$ cat src/hw/rtl/fbpa_pkg.sv
// ----------------------------------------------------------------------------
// Block pool allocator package
// Sizes, request and status codes, sequencer states and the link write port
// type shared by the allocator modules.
// ----------------------------------------------------------------------------
`timescale 1ns / 1ps
`default_nettype none

package fbpa_pkg;

   localparam int MAX_BUFFERS           = 8;
   localparam int BLOCKS_PER_BUFFER_MAX = 256;

   localparam int BUF_W    = $clog2(MAX_BUFFERS);
   localparam int IDX_W    = $clog2(BLOCKS_PER_BUFFER_MAX);
   localparam int HANDLE_W = BUF_W + IDX_W;
   localparam int CNT_W    = IDX_W + 1;
   localparam int OPEN_W   = $clog2(MAX_BUFFERS + 1);
   localparam int LINK_DEPTH = MAX_BUFFERS * BLOCKS_PER_BUFFER_MAX;

   localparam logic [CNT_W-1:0] BLOCKS_RESET = CNT_W'(BLOCKS_PER_BUFFER_MAX);

   localparam logic [1:0] REQ_ALLOC    = 2'd0;
   localparam logic [1:0] REQ_FREE     = 2'd1;
   localparam logic [1:0] REQ_FREE_ALL = 2'd2;
   localparam logic [1:0] REQ_UNUSED   = 2'd3;

   localparam logic [1:0] STATUS_OK         = 2'd0;
   localparam logic [1:0] STATUS_EXHAUSTED  = 2'd1;
   localparam logic [1:0] STATUS_BAD_HANDLE = 2'd2;

   typedef enum logic [2:0] {
      ST_INIT,
      ST_IDLE,
      ST_SCAN,
      ST_READ,
      ST_POP,
      ST_FREE
   } state_type;

   typedef struct packed {
      logic                en;
      logic [HANDLE_W-1:0] addr;
      logic [CNT_W-1:0]    data;
   } link_wr_type;

endpackage

`default_nettype wire

$ cat src/hw/rtl/fbpa_ctrl.sv
// ----------------------------------------------------------------------------
// Allocator sequencer
// Holds the per-buffer heads and free counts and steps one buffer at a time
// through scan, pop, push and the link initialization walk.
// ----------------------------------------------------------------------------
`timescale 1ns / 1ps
`default_nettype none

module fbpa_ctrl (
   input  wire                               clock,
   input  wire                               reset,
   input  wire                               start,
   input  wire [1:0]                         req_type,
   input  wire [fbpa_pkg::HANDLE_W-1:0]      block_handle,
   input  wire [fbpa_pkg::CNT_W-1:0]         blocks_eff,
   output logic                              busy,
   output logic                              rsp_valid,
   output logic [fbpa_pkg::HANDLE_W-1:0]     rsp_handle,
   output logic [1:0]                        rsp_status,
   output fbpa_pkg::link_wr_type             link_wr,
   output logic [fbpa_pkg::HANDLE_W-1:0]     link_raddr,
   input  wire [fbpa_pkg::CNT_W-1:0]         link_rdata
);

   fbpa_pkg::state_type state_ff, state_in;
   logic [fbpa_pkg::BUF_W-1:0]    cur_ff, cur_in;
   logic [fbpa_pkg::IDX_W-1:0]    walk_ff, walk_in;
   logic [fbpa_pkg::OPEN_W-1:0]   open_ff, open_in;
   logic                          pend_alloc_ff, pend_alloc_in;
   logic                          rsp_done_ff, rsp_done_in;
   logic [fbpa_pkg::IDX_W-1:0]    idx_ff, idx_in;
   logic [fbpa_pkg::CNT_W-1:0]    head_ff  [fbpa_pkg::MAX_BUFFERS];
   logic [fbpa_pkg::CNT_W-1:0]    head_in  [fbpa_pkg::MAX_BUFFERS];
   logic [fbpa_pkg::CNT_W-1:0]    count_ff [fbpa_pkg::MAX_BUFFERS];
   logic [fbpa_pkg::CNT_W-1:0]    count_in [fbpa_pkg::MAX_BUFFERS];
   logic                          rsp_valid_ff, rsp_valid_in;
   logic [fbpa_pkg::HANDLE_W-1:0] rsp_handle_ff, rsp_handle_in;
   logic [1:0]                    rsp_status_ff, rsp_status_in;

   logic [fbpa_pkg::CNT_W-1:0]    walk_next;
   logic [fbpa_pkg::IDX_W-1:0]    head_idx;
   logic                          bad_handle;

   assign busy       = (state_ff != fbpa_pkg::ST_IDLE);
   assign rsp_valid  = rsp_valid_ff;
   assign rsp_handle = rsp_handle_ff;
   assign rsp_status = rsp_status_ff;

   assign walk_next  = {1'b0, walk_ff} + fbpa_pkg::CNT_W'(1);
   assign head_idx   = head_ff[cur_ff][fbpa_pkg::IDX_W-1:0];
   assign bad_handle = ({1'b0, cur_ff} >= open_ff) || ({1'b0, idx_ff} >= blocks_eff);
   assign link_raddr = {cur_ff, head_idx};

   always_ff @(posedge clock) begin
      if (reset) begin
         state_ff      <= fbpa_pkg::ST_INIT;
         cur_ff        <= '0;
         walk_ff       <= '0;
         open_ff       <= fbpa_pkg::OPEN_W'(1);
         pend_alloc_ff <= 1'b0;
         rsp_done_ff   <= 1'b0;
         rsp_valid_ff  <= 1'b0;
         for (int b = 0; b < fbpa_pkg::MAX_BUFFERS; b++) begin
            head_ff[b]  <= '0;
            count_ff[b] <= '0;
         end
      end else begin
         state_ff      <= state_in;
         cur_ff        <= cur_in;
         walk_ff       <= walk_in;
         open_ff       <= open_in;
         pend_alloc_ff <= pend_alloc_in;
         rsp_done_ff   <= rsp_done_in;
         rsp_valid_ff  <= rsp_valid_in;
         head_ff       <= head_in;
         count_ff      <= count_in;
      end
   end

   always_ff @(posedge clock) begin
      idx_ff        <= idx_in;
      rsp_handle_ff <= rsp_handle_in;
      rsp_status_ff <= rsp_status_in;
   end

   always_comb begin
      state_in      = state_ff;
      cur_in        = cur_ff;
      walk_in       = walk_ff;
      open_in       = open_ff;
      pend_alloc_in = pend_alloc_ff;
      rsp_done_in   = rsp_done_ff;
      idx_in        = idx_ff;
      head_in       = head_ff;
      count_in      = count_ff;
      rsp_valid_in  = 1'b0;
      rsp_handle_in = rsp_handle_ff;
      rsp_status_in = rsp_status_ff;
      link_wr       = '{en: 1'b0, addr: '0, data: '0};

      unique case (state_ff)
         fbpa_pkg::ST_INIT: begin
            // Lay down the ascending free list one link per cycle.
            link_wr = '{en: 1'b1, addr: {cur_ff, walk_ff}, data: walk_next};
            walk_in = walk_ff + fbpa_pkg::IDX_W'(1);
            if (walk_next == blocks_eff) begin
               walk_in          = '0;
               head_in[cur_ff]  = '0;
               count_in[cur_ff] = blocks_eff;
               pend_alloc_in    = 1'b0;
               rsp_done_in      = 1'b0;
               if (pend_alloc_ff) begin
                  state_in = fbpa_pkg::ST_READ;
               end else begin
                  state_in = fbpa_pkg::ST_IDLE;
                  if (rsp_done_ff) begin
                     rsp_valid_in  = 1'b1;
                     rsp_handle_in = '0;
                     rsp_status_in = fbpa_pkg::STATUS_OK;
                  end
               end
            end
         end

         fbpa_pkg::ST_IDLE: begin
            if (start) begin
               unique case (req_type)
                  fbpa_pkg::REQ_ALLOC: begin
                     cur_in   = fbpa_pkg::BUF_W'(open_ff - fbpa_pkg::OPEN_W'(1));
                     state_in = fbpa_pkg::ST_SCAN;
                  end
                  fbpa_pkg::REQ_FREE: begin
                     cur_in   = block_handle[fbpa_pkg::HANDLE_W-1:fbpa_pkg::IDX_W];
                     idx_in   = block_handle[fbpa_pkg::IDX_W-1:0];
                     state_in = fbpa_pkg::ST_FREE;
                  end
                  fbpa_pkg::REQ_FREE_ALL: begin
                     for (int b = 1; b < fbpa_pkg::MAX_BUFFERS; b++) begin
                        head_in[b]  = '0;
                        count_in[b] = '0;
                     end
                     open_in       = fbpa_pkg::OPEN_W'(1);
                     cur_in        = '0;
                     walk_in       = '0;
                     pend_alloc_in = 1'b0;
                     rsp_done_in   = 1'b1;
                     state_in      = fbpa_pkg::ST_INIT;
                  end
                  default: begin
                     rsp_valid_in  = 1'b1;
                     rsp_handle_in = '0;
                     rsp_status_in = fbpa_pkg::STATUS_OK;
                  end
               endcase
            end
         end

         fbpa_pkg::ST_SCAN: begin
            // Newest buffer first, one free count compared per cycle.
            if (count_ff[cur_ff] != '0) begin
               state_in = fbpa_pkg::ST_READ;
            end else if (cur_ff != '0) begin
               cur_in = cur_ff - fbpa_pkg::BUF_W'(1);
            end else if (open_ff < fbpa_pkg::OPEN_W'(fbpa_pkg::MAX_BUFFERS)) begin
               cur_in        = fbpa_pkg::BUF_W'(open_ff);
               open_in       = open_ff + fbpa_pkg::OPEN_W'(1);
               walk_in       = '0;
               pend_alloc_in = 1'b1;
               rsp_done_in   = 1'b0;
               state_in      = fbpa_pkg::ST_INIT;
            end else begin
               rsp_valid_in  = 1'b1;
               rsp_handle_in = '0;
               rsp_status_in = fbpa_pkg::STATUS_EXHAUSTED;
               state_in      = fbpa_pkg::ST_IDLE;
            end
         end

         fbpa_pkg::ST_READ: begin
            // The head's link is being read; it arrives in the next cycle.
            state_in = fbpa_pkg::ST_POP;
         end

         fbpa_pkg::ST_POP: begin
            head_in[cur_ff]  = link_rdata;
            count_in[cur_ff] = count_ff[cur_ff] - fbpa_pkg::CNT_W'(1);
            rsp_valid_in     = 1'b1;
            rsp_handle_in    = {cur_ff, head_idx};
            rsp_status_in    = fbpa_pkg::STATUS_OK;
            state_in         = fbpa_pkg::ST_IDLE;
         end

         fbpa_pkg::ST_FREE: begin
            rsp_valid_in  = 1'b1;
            rsp_handle_in = '0;
            state_in      = fbpa_pkg::ST_IDLE;
            if (bad_handle) begin
               rsp_status_in = fbpa_pkg::STATUS_BAD_HANDLE;
            end else begin
               rsp_status_in   = fbpa_pkg::STATUS_OK;
               link_wr         = '{en: 1'b1, addr: {cur_ff, idx_ff}, data: head_ff[cur_ff]};
               head_in[cur_ff] = {1'b0, idx_ff};
               if (count_ff[cur_ff] < fbpa_pkg::BLOCKS_RESET) begin
                  count_in[cur_ff] = count_ff[cur_ff] + fbpa_pkg::CNT_W'(1);
               end
            end
         end

         default: begin
            state_in = fbpa_pkg::ST_IDLE;
         end
      endcase
   end

endmodule

`default_nettype wire

$ cat config.mk
export PLATFORM = sky130hd
export DESIGN_NAME = fbpa_ctrl
export DESIGN_NICKNAME = d
export VERILOG_FILES = /design/src/hw/rtl/fbpa_pkg.sv /design/src/hw/rtl/fbpa_ctrl.sv
export SDC_FILE = /design/constraint.sdc
export NUM_CORES = 1
export LEC_CHECK = 0
export BUFFER_PORTS_ARGS = -buffer_cell sky130_fd_sc_hd__buf_2
export CORE_AREA = 10 10 212 214
export CTS_CLUSTER_SIZE = 28
export DETAILED_ROUTE_END_ITERATION = 10
export DIE_AREA = 0 0 222 224
export PLACE_DENSITY = 0.52
export SYNTH_ARGS = -nofsm -noshare
export SYNTH_HDL_FRONTEND = slang
export SYNTH_SLANG_ARGS = --single-unit
$ cat constraint.sdc
create_clock -name clock -period 8.2 [get_ports clock]
set_input_delay 2.46 -clock clock [delete_from_list [all_inputs] [get_ports clock]]
set_output_delay 2.46 -clock clock [all_outputs]
set_load 0.02 [all_outputs]
==> flow_summary_export.csv, run 1 <==
group,metric,value,unit
critical_path,crit_path_start_kind,"input pin",
synth,ys_top_cells_by_count,"165 x dfxtp_1, 150 x nor2_1, 102 x a21oi_1",
synth,synth.yosys.seq_area_share,37.51,%
sta,clock.fmax,139.2,MHz
floorplanning,start_util,25.86,%
final_layout,area_growth_syn_to_layout,14.43,%
synth,synth.area.top_cells,"dfxtp_1 31%, edfxtp_1 6.0%, nor2_1 5.4%",
global_route,antenna_found_initial,0,
final_layout,multi_input_area,5937,um^2
synth,synth_ff_type,"dfxtp_1",
synth,ys_types,80,
critical_path,worstPathArrival,4.73,ns
sta,tns,0,ns
placed_design,dpl.hpwl,28.03,mm
clocking,cts_buffer_depth,2,
global_route,grt_use_met2,26.31,%
status,outcome,"completed",
synth,synth_edf_count,21,
floorplanning,pin_count,81,
sta,skew,0.009063,ns
global_route,grt_pass1_vias,9809,
clocking,clk_latency,0.45,ns
global_route,grt_overflow_total,0,
synth,synth_fp_nets,1322,
route,via_count,10390,
final_layout,fin_util,29.59,%
global_route,gr-usage-all-layers,16.01,%
min_path,worst_hold_path_type,"register to register",
clocking,cts.sinks,186,
final_layout,num_antenna_cells,0,
synth,syn_area,10490,um^2
synth,ys_seq_elements,186,
floorplanning,coreArea,40550,um^2
critical_path,cpMostUsedCell,"buf_2",
synth,synth_area_leader_cell,"dfxtp_1",
route,drt_first_pass_iters,6,
critical_path,worstSetupEndpointType,"primary output",
sta,relSlewSlack,21.25,%
route,drtIter0Drc,1355,
placed_design,gp_congestion,0.9406,
clocking,cts_max_level,4,
sta,rsz0062_at_grt,"no",
flow_run,drv_cap,0,
synth,yosys_warnings,0,
critical_path,cp.required,5.74,ns
clocking,cts_tree,"built",
floorplanning,fp.dieArea,49730,um^2
synth,synth_top_area_share,31.50,%
critical_path,critPathBufInv,3,
sta,maxSlewViolCount,0,
global_route,met1_usage,20.28,%
final_layout,final_layout_size_suffix_gt1_share,14.38,%
route,vias_per_cell,5.648,
final_layout,seq_area,3935,um^2
clocking,cts_resized,0,
sta,whs,0.4743,ns
synth,syn_inst,1265,
critical_path,cp_slowest_stage_delay,0.46,ns
power_and_ir_drop,p_per_area,375.5,nW/um^2
route,ant_nets,0,
clocking,hold_buffers,0,
clocking,cts-root-buf,"clkbuf_16",
critical_path,critical_path_class,"input pin to primary output",
global_route,top_usage_layer,"met2",
route,wirelength,41.54,mm
floorplanning,die_w,222,um
sta,worstMarginPinSlew,1.175,ns
critical_path,path_max_fanout,10,
power_and_ir_drop,leakage,4.275,nW
sta,period_needed,7.185,ns
synth,ys_async_sr_fraction,0,%
critical_path,cp_top_family,"simple AND/OR/NAND/NOR gates",
sta,fin_crit_sh,87.63,%
sta,setup_viol,0,
final_layout,nets,1351,
clocking,clk_pin_slew,0.07,ns
synth,syn_area_per_cell,8.290,um^2
global_route,grtUsageMet3,3.138,%
global_route,grt_max_degree,81,
floorplanning,fp-row-count,74,
critical_path,crit_slowest_cell,"nor2_1",
synth,yosysMostFrequentCell,"dfxtp_1",
floorplanning,die_y,224,um
placed_design,port_buffers,80,
route,drc_errors,0,
power_and_ir_drop,ir_drop,0.1522,mV
global_route,grt_pass1_wl,62.60,mm
clocking,cts_made_buffers,17,
critical_path,crit_path_cell_trace,"buf_2, inv_2, ha_1, and3_1, a221oi_1, o21a_1, o32ai_1, nor2_1, nand3_1, o21ai_0, buf_2",
final_layout,fillCellCount,4332,
clocking,post-cts-setup-buffer-count,0,
sta,hold_viol,0,
route,wl_per_cell,22.59,um
[cell usage in the layout (no fill, tap or decap), drive strengths merged, types with 5 or more instances in the layout]
master  instances
a211oi         41
nand3b          5
a21oi         102
nor3           49
nand2b          6
nor2b          14
a311oi          9
mux2i          27
and3           11
a31oi          29
nand4           9
mux4           12
o21ai          83
a22oi          17
o41ai           6
or4             5
xor2            6
nor4           10
xnor2          13
o211ai          5
or3             8
buf           113
clkinv          7
a21o            7
a22o           37
ha             23
edfxtp         21
inv            64
clkbuf         17
o22ai          47
dfxtp         165
a221o           6
nor2          150
nand3          50
a221oi         17
nand2          65
[cell type report]
| cell class | count | area share [%] |
|---|---|---|
| tap | 532 | 5.547 |
| clock buffer | 17 | 3.545 |
| inverter | 59 | 1.846 |
| multi-input combinational | 917 | 49.48 |
| sequential | 186 | 32.79 |
| timing repair buffer | 113 | 5.422 |
| clock inverter | 15 | 1.366 |
[per-stage QoR]
step	setup WS (ns)	cells	instance area, um^2	power (mW)
floorplan	1.074	1265	10490	2.741
global placement	1.122	1807	11410	3.614
detailed placement	1.088	1807	11410	3.621
CTS	1.075	1839	12000	4.481
global route	0.7151	1839	12000	4.720
finish	1.015	1839	12000	4.506
[kinds of logic (layout without fill, tap and decap cells)]
| group | count (synthesis) | count (layout) | share of synthesized area (%) |
|---|---|---|---|
| AOI/OAI and AO/OA | 434 | 434 | 27.28 |
| and+or+nand+nor | 396 | 396 | 18.35 |
| DFF | 186 | 186 | 37.51 |
| buffers and inverters | 162 | 204 | 6.300 |
| muxes | 43 | 43 | 5.727 |
| adders and majority gates | 23 | 23 | 2.744 |
| xor gates and xnor gates | 21 | 21 | 2.088 |
[routing by layer]
metal  up-vias  share of wire [%]  routed length [um]
met5         -                  0                   0
li1       4765                  -                   -
met2       474                 47               19570
met1      5078                 42               17650
met4         0                3.2                1321
met3        69                7.2                3000
[worst paths after layout]
path / from / to / slack [ns] / cells past startpoint
setup / recovery: blocks_eff[7] / link_wr[8] / 1.01 / 11
hold / removal: head_ff[51]$_SDFFE_PP0P_ / head_ff[51]$_SDFFE_PP0P_ / 0.47 / 2
setup reg to reg: walk_ff[0]$_SDFFE_PP0P_ / register / 3.90 / 10
hold reg to reg: head_ff[51]$_SDFFE_PP0P_ / head_ff[51]$_SDFFE_PP0P_ / 0.47 / 2
[worst register-to-register path, delay by kind of cell (launching register included)]
kind	cells	cell delay [ns]
fa+ha+maj	1	0.46
compound gates	2	0.73
xor+xnor	1	0.17
simple gates	5	1.95
buf+inv	1	0.30
flops	1	0.58
[where the power goes]
group | internal, mW | total [mW] | switching [mW] | leakage [nW]
Sequential | 0.989 | 1.06 | 0.0660 | 1.53
Combinational | 0.735 | 2.58 | 1.85 | 2.45
Clock | 0.458 | 0.866 | 0.409 | 0.288
Total | 2.18 | 4.51 | 2.32 | 4.27
(Power assumes the default switching activity.)
==> run 2, diff against run 1 <==
--- a/config.mk
+++ b/config.mk
@@ -6,10 +6,10 @@
 export NUM_CORES = 1
 export LEC_CHECK = 0
 export BUFFER_PORTS_ARGS = -buffer_cell sky130_fd_sc_hd__buf_2
-export CORE_AREA = 10 10 212 214
+export CORE_AREA = 10 10 271 169
 export CTS_CLUSTER_SIZE = 28
 export DETAILED_ROUTE_END_ITERATION = 10
-export DIE_AREA = 0 0 222 224
+export DIE_AREA = 0 0 281 179
 export PLACE_DENSITY = 0.52
 export SYNTH_ARGS = -nofsm -noshare
 export SYNTH_HDL_FRONTEND = slang
==> run 2 against run 1 <==
Net effect:
- critical path depth fell by 1
- die area rose by 1.1%
- utilization fell by 0.27 points
- register-to-register slack got worse by 0.26 ns
- sequential power barely moved
- non-clock buffer count rose by 5
- critical path type unchanged
- largest power group unchanged
==> flow_summary_export.csv, run 2 (synthesized netlist as in run 1, its figures left out) <==
group,metric,value,unit
final_layout,num_antenna_cells,0,
clocking,post-cts-setup-buffer-count,0,
sta,setup_viol,0,
sta,maxSlewViolCount,0,
floorplanning,die_y,179,um
min_path,worst_hold_path_type,"register to register",
global_route,grt_overflow_total,0,
critical_path,cp_slowest_stage_delay,0.48,ns
critical_path,cp_top_family,"compound AO/OA/AOI/OAI gates",
floorplanning,coreArea,41150,um^2
power_and_ir_drop,power_switching,2.411,mW
floorplanning,fp.dieArea,50300,um^2
clocking,cts_resized,0,
final_layout,final_layout_size_suffix_gt1_share,14.94,%
power_and_ir_drop,ir_drop,0.1993,mV
sta,rsz0062_at_grt,"no",
clocking,cts_tree,"built",
clocking,cts_buffer_depth,2,
clocking,clk_latency,0.47,ns
global_route,grt_pass1_wl,63.74,mm
global_route,antenna_found_initial,0,
placed_design,gp_congestion,0.8930,
final_layout,final_common_cell,"dfxtp_1",
clocking,cts_max_level,4,
sta,worstMarginPinSlew,1.227,ns
power_and_ir_drop,p_per_area,380.1,nW/um^2
clocking,clk_pin_slew,0.08,ns
sta,hold_viol,0,
placed_design,dpl.hpwl,29.79,mm
critical_path,crit_path_cell_trace,"buf_2, inv_1, ha_1, a21o_1, a221oi_1, o21a_1, o32ai_1, nor2_1, a22o_1, buf_2",
power_and_ir_drop,switching_share,52.58,%
sta,period_needed,7.264,ns
critical_path,path_max_fanout,8,
critical_path,cp.required,5.74,ns
power_and_ir_drop,clkPwrFrac,19.2,%
route,vias_per_cell,5.682,
final_layout,fillCellCount,4360,
status,outcome,"completed",
sta,relSlewSlack,17.95,%
clocking,hold_buffers,0,
route,wl_per_cell,22.92,um
placed_design,dp_cells,1820,
clocking,cts_made_buffers,17,
final_layout,layout.cells.most_common_list,"164 x dfxtp_1, 149 x nor2_1, 102 x a21oi_1",
floorplanning,die_w,281,um
route,ant_nets,0,
global_route,gr-usage-all-layers,16.69,%
floorplanning,pin_count,81,
floorplanning,start_util,25.49,%
sta,clock.fmax,137.7,MHz
power_and_ir_drop,p_comb_share,57.6,%
critical_path,crit_slowest_cell,"nor2_1",
sta,tns,0,ns
sta,fin_crit_sh,88.59,%
placed_design,port_buffers,80,
critical_path,crit_path_start_kind,"input pin",
critical_path,critPathBufInv,3,
floorplanning,fp-row-count,58,
route,drc_errors,0,
power_and_ir_drop,intPower,2.175,mW
final_layout,area_growth_syn_to_layout,15.05,%
power_and_ir_drop,leakage,4.299,nW
critical_path,critical_path_class,"input pin to primary output",
critical_path,worstPathArrival,4.80,ns
clocking,cts.sinks,186,
final_layout,fin_cells,1852,
global_route,grt_pass1_vias,9778,
power_and_ir_drop,power_frac_seq,23.2,%
flow_run,drv_cap,0,
final_layout,nets,1356,
critical_path,worstSetupEndpointType,"primary output",
critical_path,cpMostUsedCell,"buf_2",
route,via_count,10520,
sta,skew,0.01716,ns
route,wirelength,42.44,mm
route,drt_first_pass_iters,6,
clocking,cts-root-buf,"clkbuf_16",
global_route,grt_max_degree,70,
route,drtIter0Drc,1325,
run 2: per-layer routing:
metal | up-vias | part of all wire [%] | global-route usage (%) | routed length [um]
met2 | 530 | 40 | 22.92 | 17010
met1 | 5155 | 47 | 24.90 | 20040
met3 | 44 | 11 | 4.693 | 4818
met5 | - | 0 | 0 | 0
met4 | 0 | 1.4 | 3.885 | 573
li1 | 4794 | - | - | -
run 2: worst min-delay path, cell delays in order, from the launching register on:
cell	delay, ns
dfxtp_1	0.32
nand2_1	0.05
a21oi_1	0.05
run 2: area by class of cell:
cell class / count / area (um^2) / area share [%]
Clock buffer: 17 / 425.4 / 3.526
Tap cell: 540 / 675.6 / 5.600
Timing Repair Buffer: 118 / 688.2 / 5.704
Inverter: 59 / 221.5 / 1.836
Sequential cell: 186 / 3935 / 32.62
Clock inverter: 15 / 181.4 / 1.504
Multi-Input combinational cell: 917 / 5937 / 49.21
run 2: path summary, 6_finish.rpt:
check                           start                        to  slack [ns]  cells after the start
max                     blocks_eff[6]               link_wr[15]        0.94                     10
min          head_ff[51]$_SDFFE_PP0P_  head_ff[51]$_SDFFE_PP0P_        0.46                      2
max reg2reg   walk_ff[0]$_SDFFE_PP0P_                  register        3.64                     11
min reg2reg  head_ff[51]$_SDFFE_PP0P_  head_ff[51]$_SDFFE_PP0P_        0.46                      2
run 2: stage by stage:
stage	util, %	cell area [um^2]	setup slack, ns	hold slack (ns)	power (mW)
after floorplan	-	10490	1.074	0.4365	2.741
after CTS	29.32	12060	0.8903	0.4664	4.528
after global placement	27.84	11460	0.9467	0.4462	3.645
final	29.32	12060	0.9359	0.4640	4.585
after detailed placement	27.84	11460	0.8985	0.4557	3.649
after global routing	29.32	12060	0.7190	0.4961	4.814
run 2: power by group through the flow:
stage	registers (mW)	logic [mW]	clock network, mW
finish	1.06	2.64	0.879
global route	1.07	2.81	0.927
CTS	1.06	2.58	0.888
detailed placement	1.08	2.57	0
global placement	1.08	2.56	0
floorplan	1.06	1.68	0
==> run 3, diff against run 2 <==
==> constraint.sdc (replaced) <==
create_clock -name clock -period 8.2 [get_ports clock]
set_input_delay 2.46 -clock clock [delete_from_list [all_inputs] [get_ports clock]]
set_output_delay 2.46 -clock clock [all_outputs]
set_load 0.005 [all_outputs]
==> run 3 against run 2 <==
Net effect:
- total power is 1.7% lower
- via count about the same
- clock power up 3.1%
- sequential share of layout area shrank 0.054 points
- routed wire length increased by 0.35%
- first-iteration DRC count is 8.1% higher
==> flow_summary_export.csv, run 3 (synthesized netlist as in run 1, its figures left out) <==
group,metric,value,unit
status,outcome,"completed",
power_and_ir_drop,ir_drop,0.1803,mV
final_layout,fillCellCount,4378,
critical_path,cp.required,5.74,ns
sta,rsz0062_at_grt,"no",
route,drtIter0Drc,1432,
route,vias_per_cell,5.682,
global_route,gr-usage-all-layers,16.67,%
clocking,post-cts-setup-buffer-count,0,
floorplanning,die_w,281,um
placed_design,port_buffers,80,
sta,skew,0.01278,ns
final_layout,layout.cells.most_common_list,"164 x dfxtp_1, 149 x nor2_1, 102 x a21oi_1",
global_route,grt_overflow_total,0,
clocking,cts_max_level,4,
sta,fin_ws,0.9464,ns
clocking,cts_made_buffers,17,
clocking,cts.sinks,186,
global_route,antenna_found_initial,1,
final_layout,final_layout_size_suffix_gt1_share,14.86,%
sta,whs,0.4701,ns
clocking,cts-root-buf,"clkbuf_16",
final_layout,final_common_cell,"dfxtp_1",
route,drt_first_pass_iters,8,
critical_path,path_max_fanout,8,
clocking,hold_buffers,0,
route,drc_errors,0,
global_route,grt_pass1_vias,9599,
sta,hold_viol,0,
route,wirelength,42.59,mm
clocking,cts_resized,0,
route,via_count,10530,
clocking,clk_pin_slew,0.08,ns
sta,setup_viol,0,
min_path,worst_hold_path_type,"register to register",
sta,tns,0,ns
placed_design,dpl.hpwl,29.71,mm
floorplanning,start_util,25.49,%
clocking,cts_tree,"built",
clocking,cts_buffer_depth,2,
sta,fin_crit_sh,88.46,%
power_and_ir_drop,leakage,4.319,nW
global_route,grt_pass1_wl,63.46,mm
route,ant_nets,0,
floorplanning,fp.dieArea,50300,um^2
final_layout,nets,1356,
placed_design,gp_congestion,0.8958,
placed_design,pre_cts_ws,0.9391,ns
sta,period_needed,7.254,ns
floorplanning,fp-row-count,58,
critical_path,worstSetupEndpointType,"primary output",
sta,clock.fmax,137.9,MHz
final_layout,fin_cells,1853,
sta,relSlewSlack,27.54,%
route,wl_per_cell,22.98,um
placed_design,dp_cells,1820,
final_layout,seq_area,3935,um^2
power_and_ir_drop,power,4.506,mW
power_and_ir_drop,p_per_area,372.9,nW/um^2
clocking,clk_latency,0.47,ns
critical_path,worstPathArrival,4.79,ns
floorplanning,pin_count,81,
critical_path,critical_path_class,"input pin to primary output",
final_layout,multi_input_area,5937,um^2
critical_path,crit_path_start_kind,"input pin",
final_layout,area_growth_syn_to_layout,15.24,%
sta,worstMarginPinSlew,1.079,ns
global_route,grt_max_degree,66,
floorplanning,coreArea,41150,um^2
flow_run,drv_cap,0,
sta,maxSlewViolCount,0,
floorplanning,die_y,179,um
-- run 3: changes by cell type in the layout (fill, tap and decap cells not counted) --
cell,delta
clkinvlp_4,-2
clkinv_8,-1
bufinv_16,+1
inv_6,+2
clkinv_4,-1
inv_8,+1
diode_2,+1
clkinv_1,+1
clkinvlp_2,-1
-- run 3: report_power, final --
| group | internal (mW) | switching, mW | leakage (nW) |
|---|---|---|---|
| logic | 0.738 | 1.81 | 2.48 |
| clock network | 0.469 | 0.437 | 0.307 |
| registers | 0.989 | 0.0641 | 1.53 |
| total | 2.20 | 2.31 | 4.32 |
-- run 3: metal layers --
metal	routed length [um]	track usage [%]	vias to the layer above
met3	4742	5.667	51
met1	20250	24.37	5158
met2	16960	22.68	527
met5	0	0	-
met4	643	4.063	0
li1	-	-	4792
-- run 3: final cells by class --
class	instances	share of cell area (%)
Multi-Input combinational cell	917	49.13
Clock buffer	17	3.520
Tap cell	540	5.591
Inverter	59	1.833
Clock inverter	15	1.646
Sequential cell	186	32.56
Antenna cell	1	0.02071
Timing Repair Buffer	118	5.695
-- run 3: worst paths after layout --
kind,from,end,slack [ns],cells past startpoint
worst min register to register,head_ff[51]$_SDFFE_PP0P_,head_ff[51]$_SDFFE_PP0P_,0.47,2
worst min-delay path,head_ff[51]$_SDFFE_PP0P_,head_ff[51]$_SDFFE_PP0P_,0.47,2
worst max register to register,walk_ff[0]$_SDFFE_PP0P_,register,3.86,10
worst max-delay path,blocks_eff[6],link_wr[15],0.95,10
-- run 3: critical path: stages --
cell and delay (ns):
buf_2 0.15, inv_1 0.10, ha_1 0.31, a21o_1 0.16
a221oi_1 0.28, o21a_1 0.17, o32ai_1 0.18, nor2_1 0.49
a22o_1 0.33, buf_2 0.16
-- run 3: stage by stage --
step,utilization [%],area [um^2]
floorplan,-,10490
global placement,27.84,11460
detailed placement,27.84,11460
CTS,29.36,12080
global route,29.36,12080
finish,29.37,12080
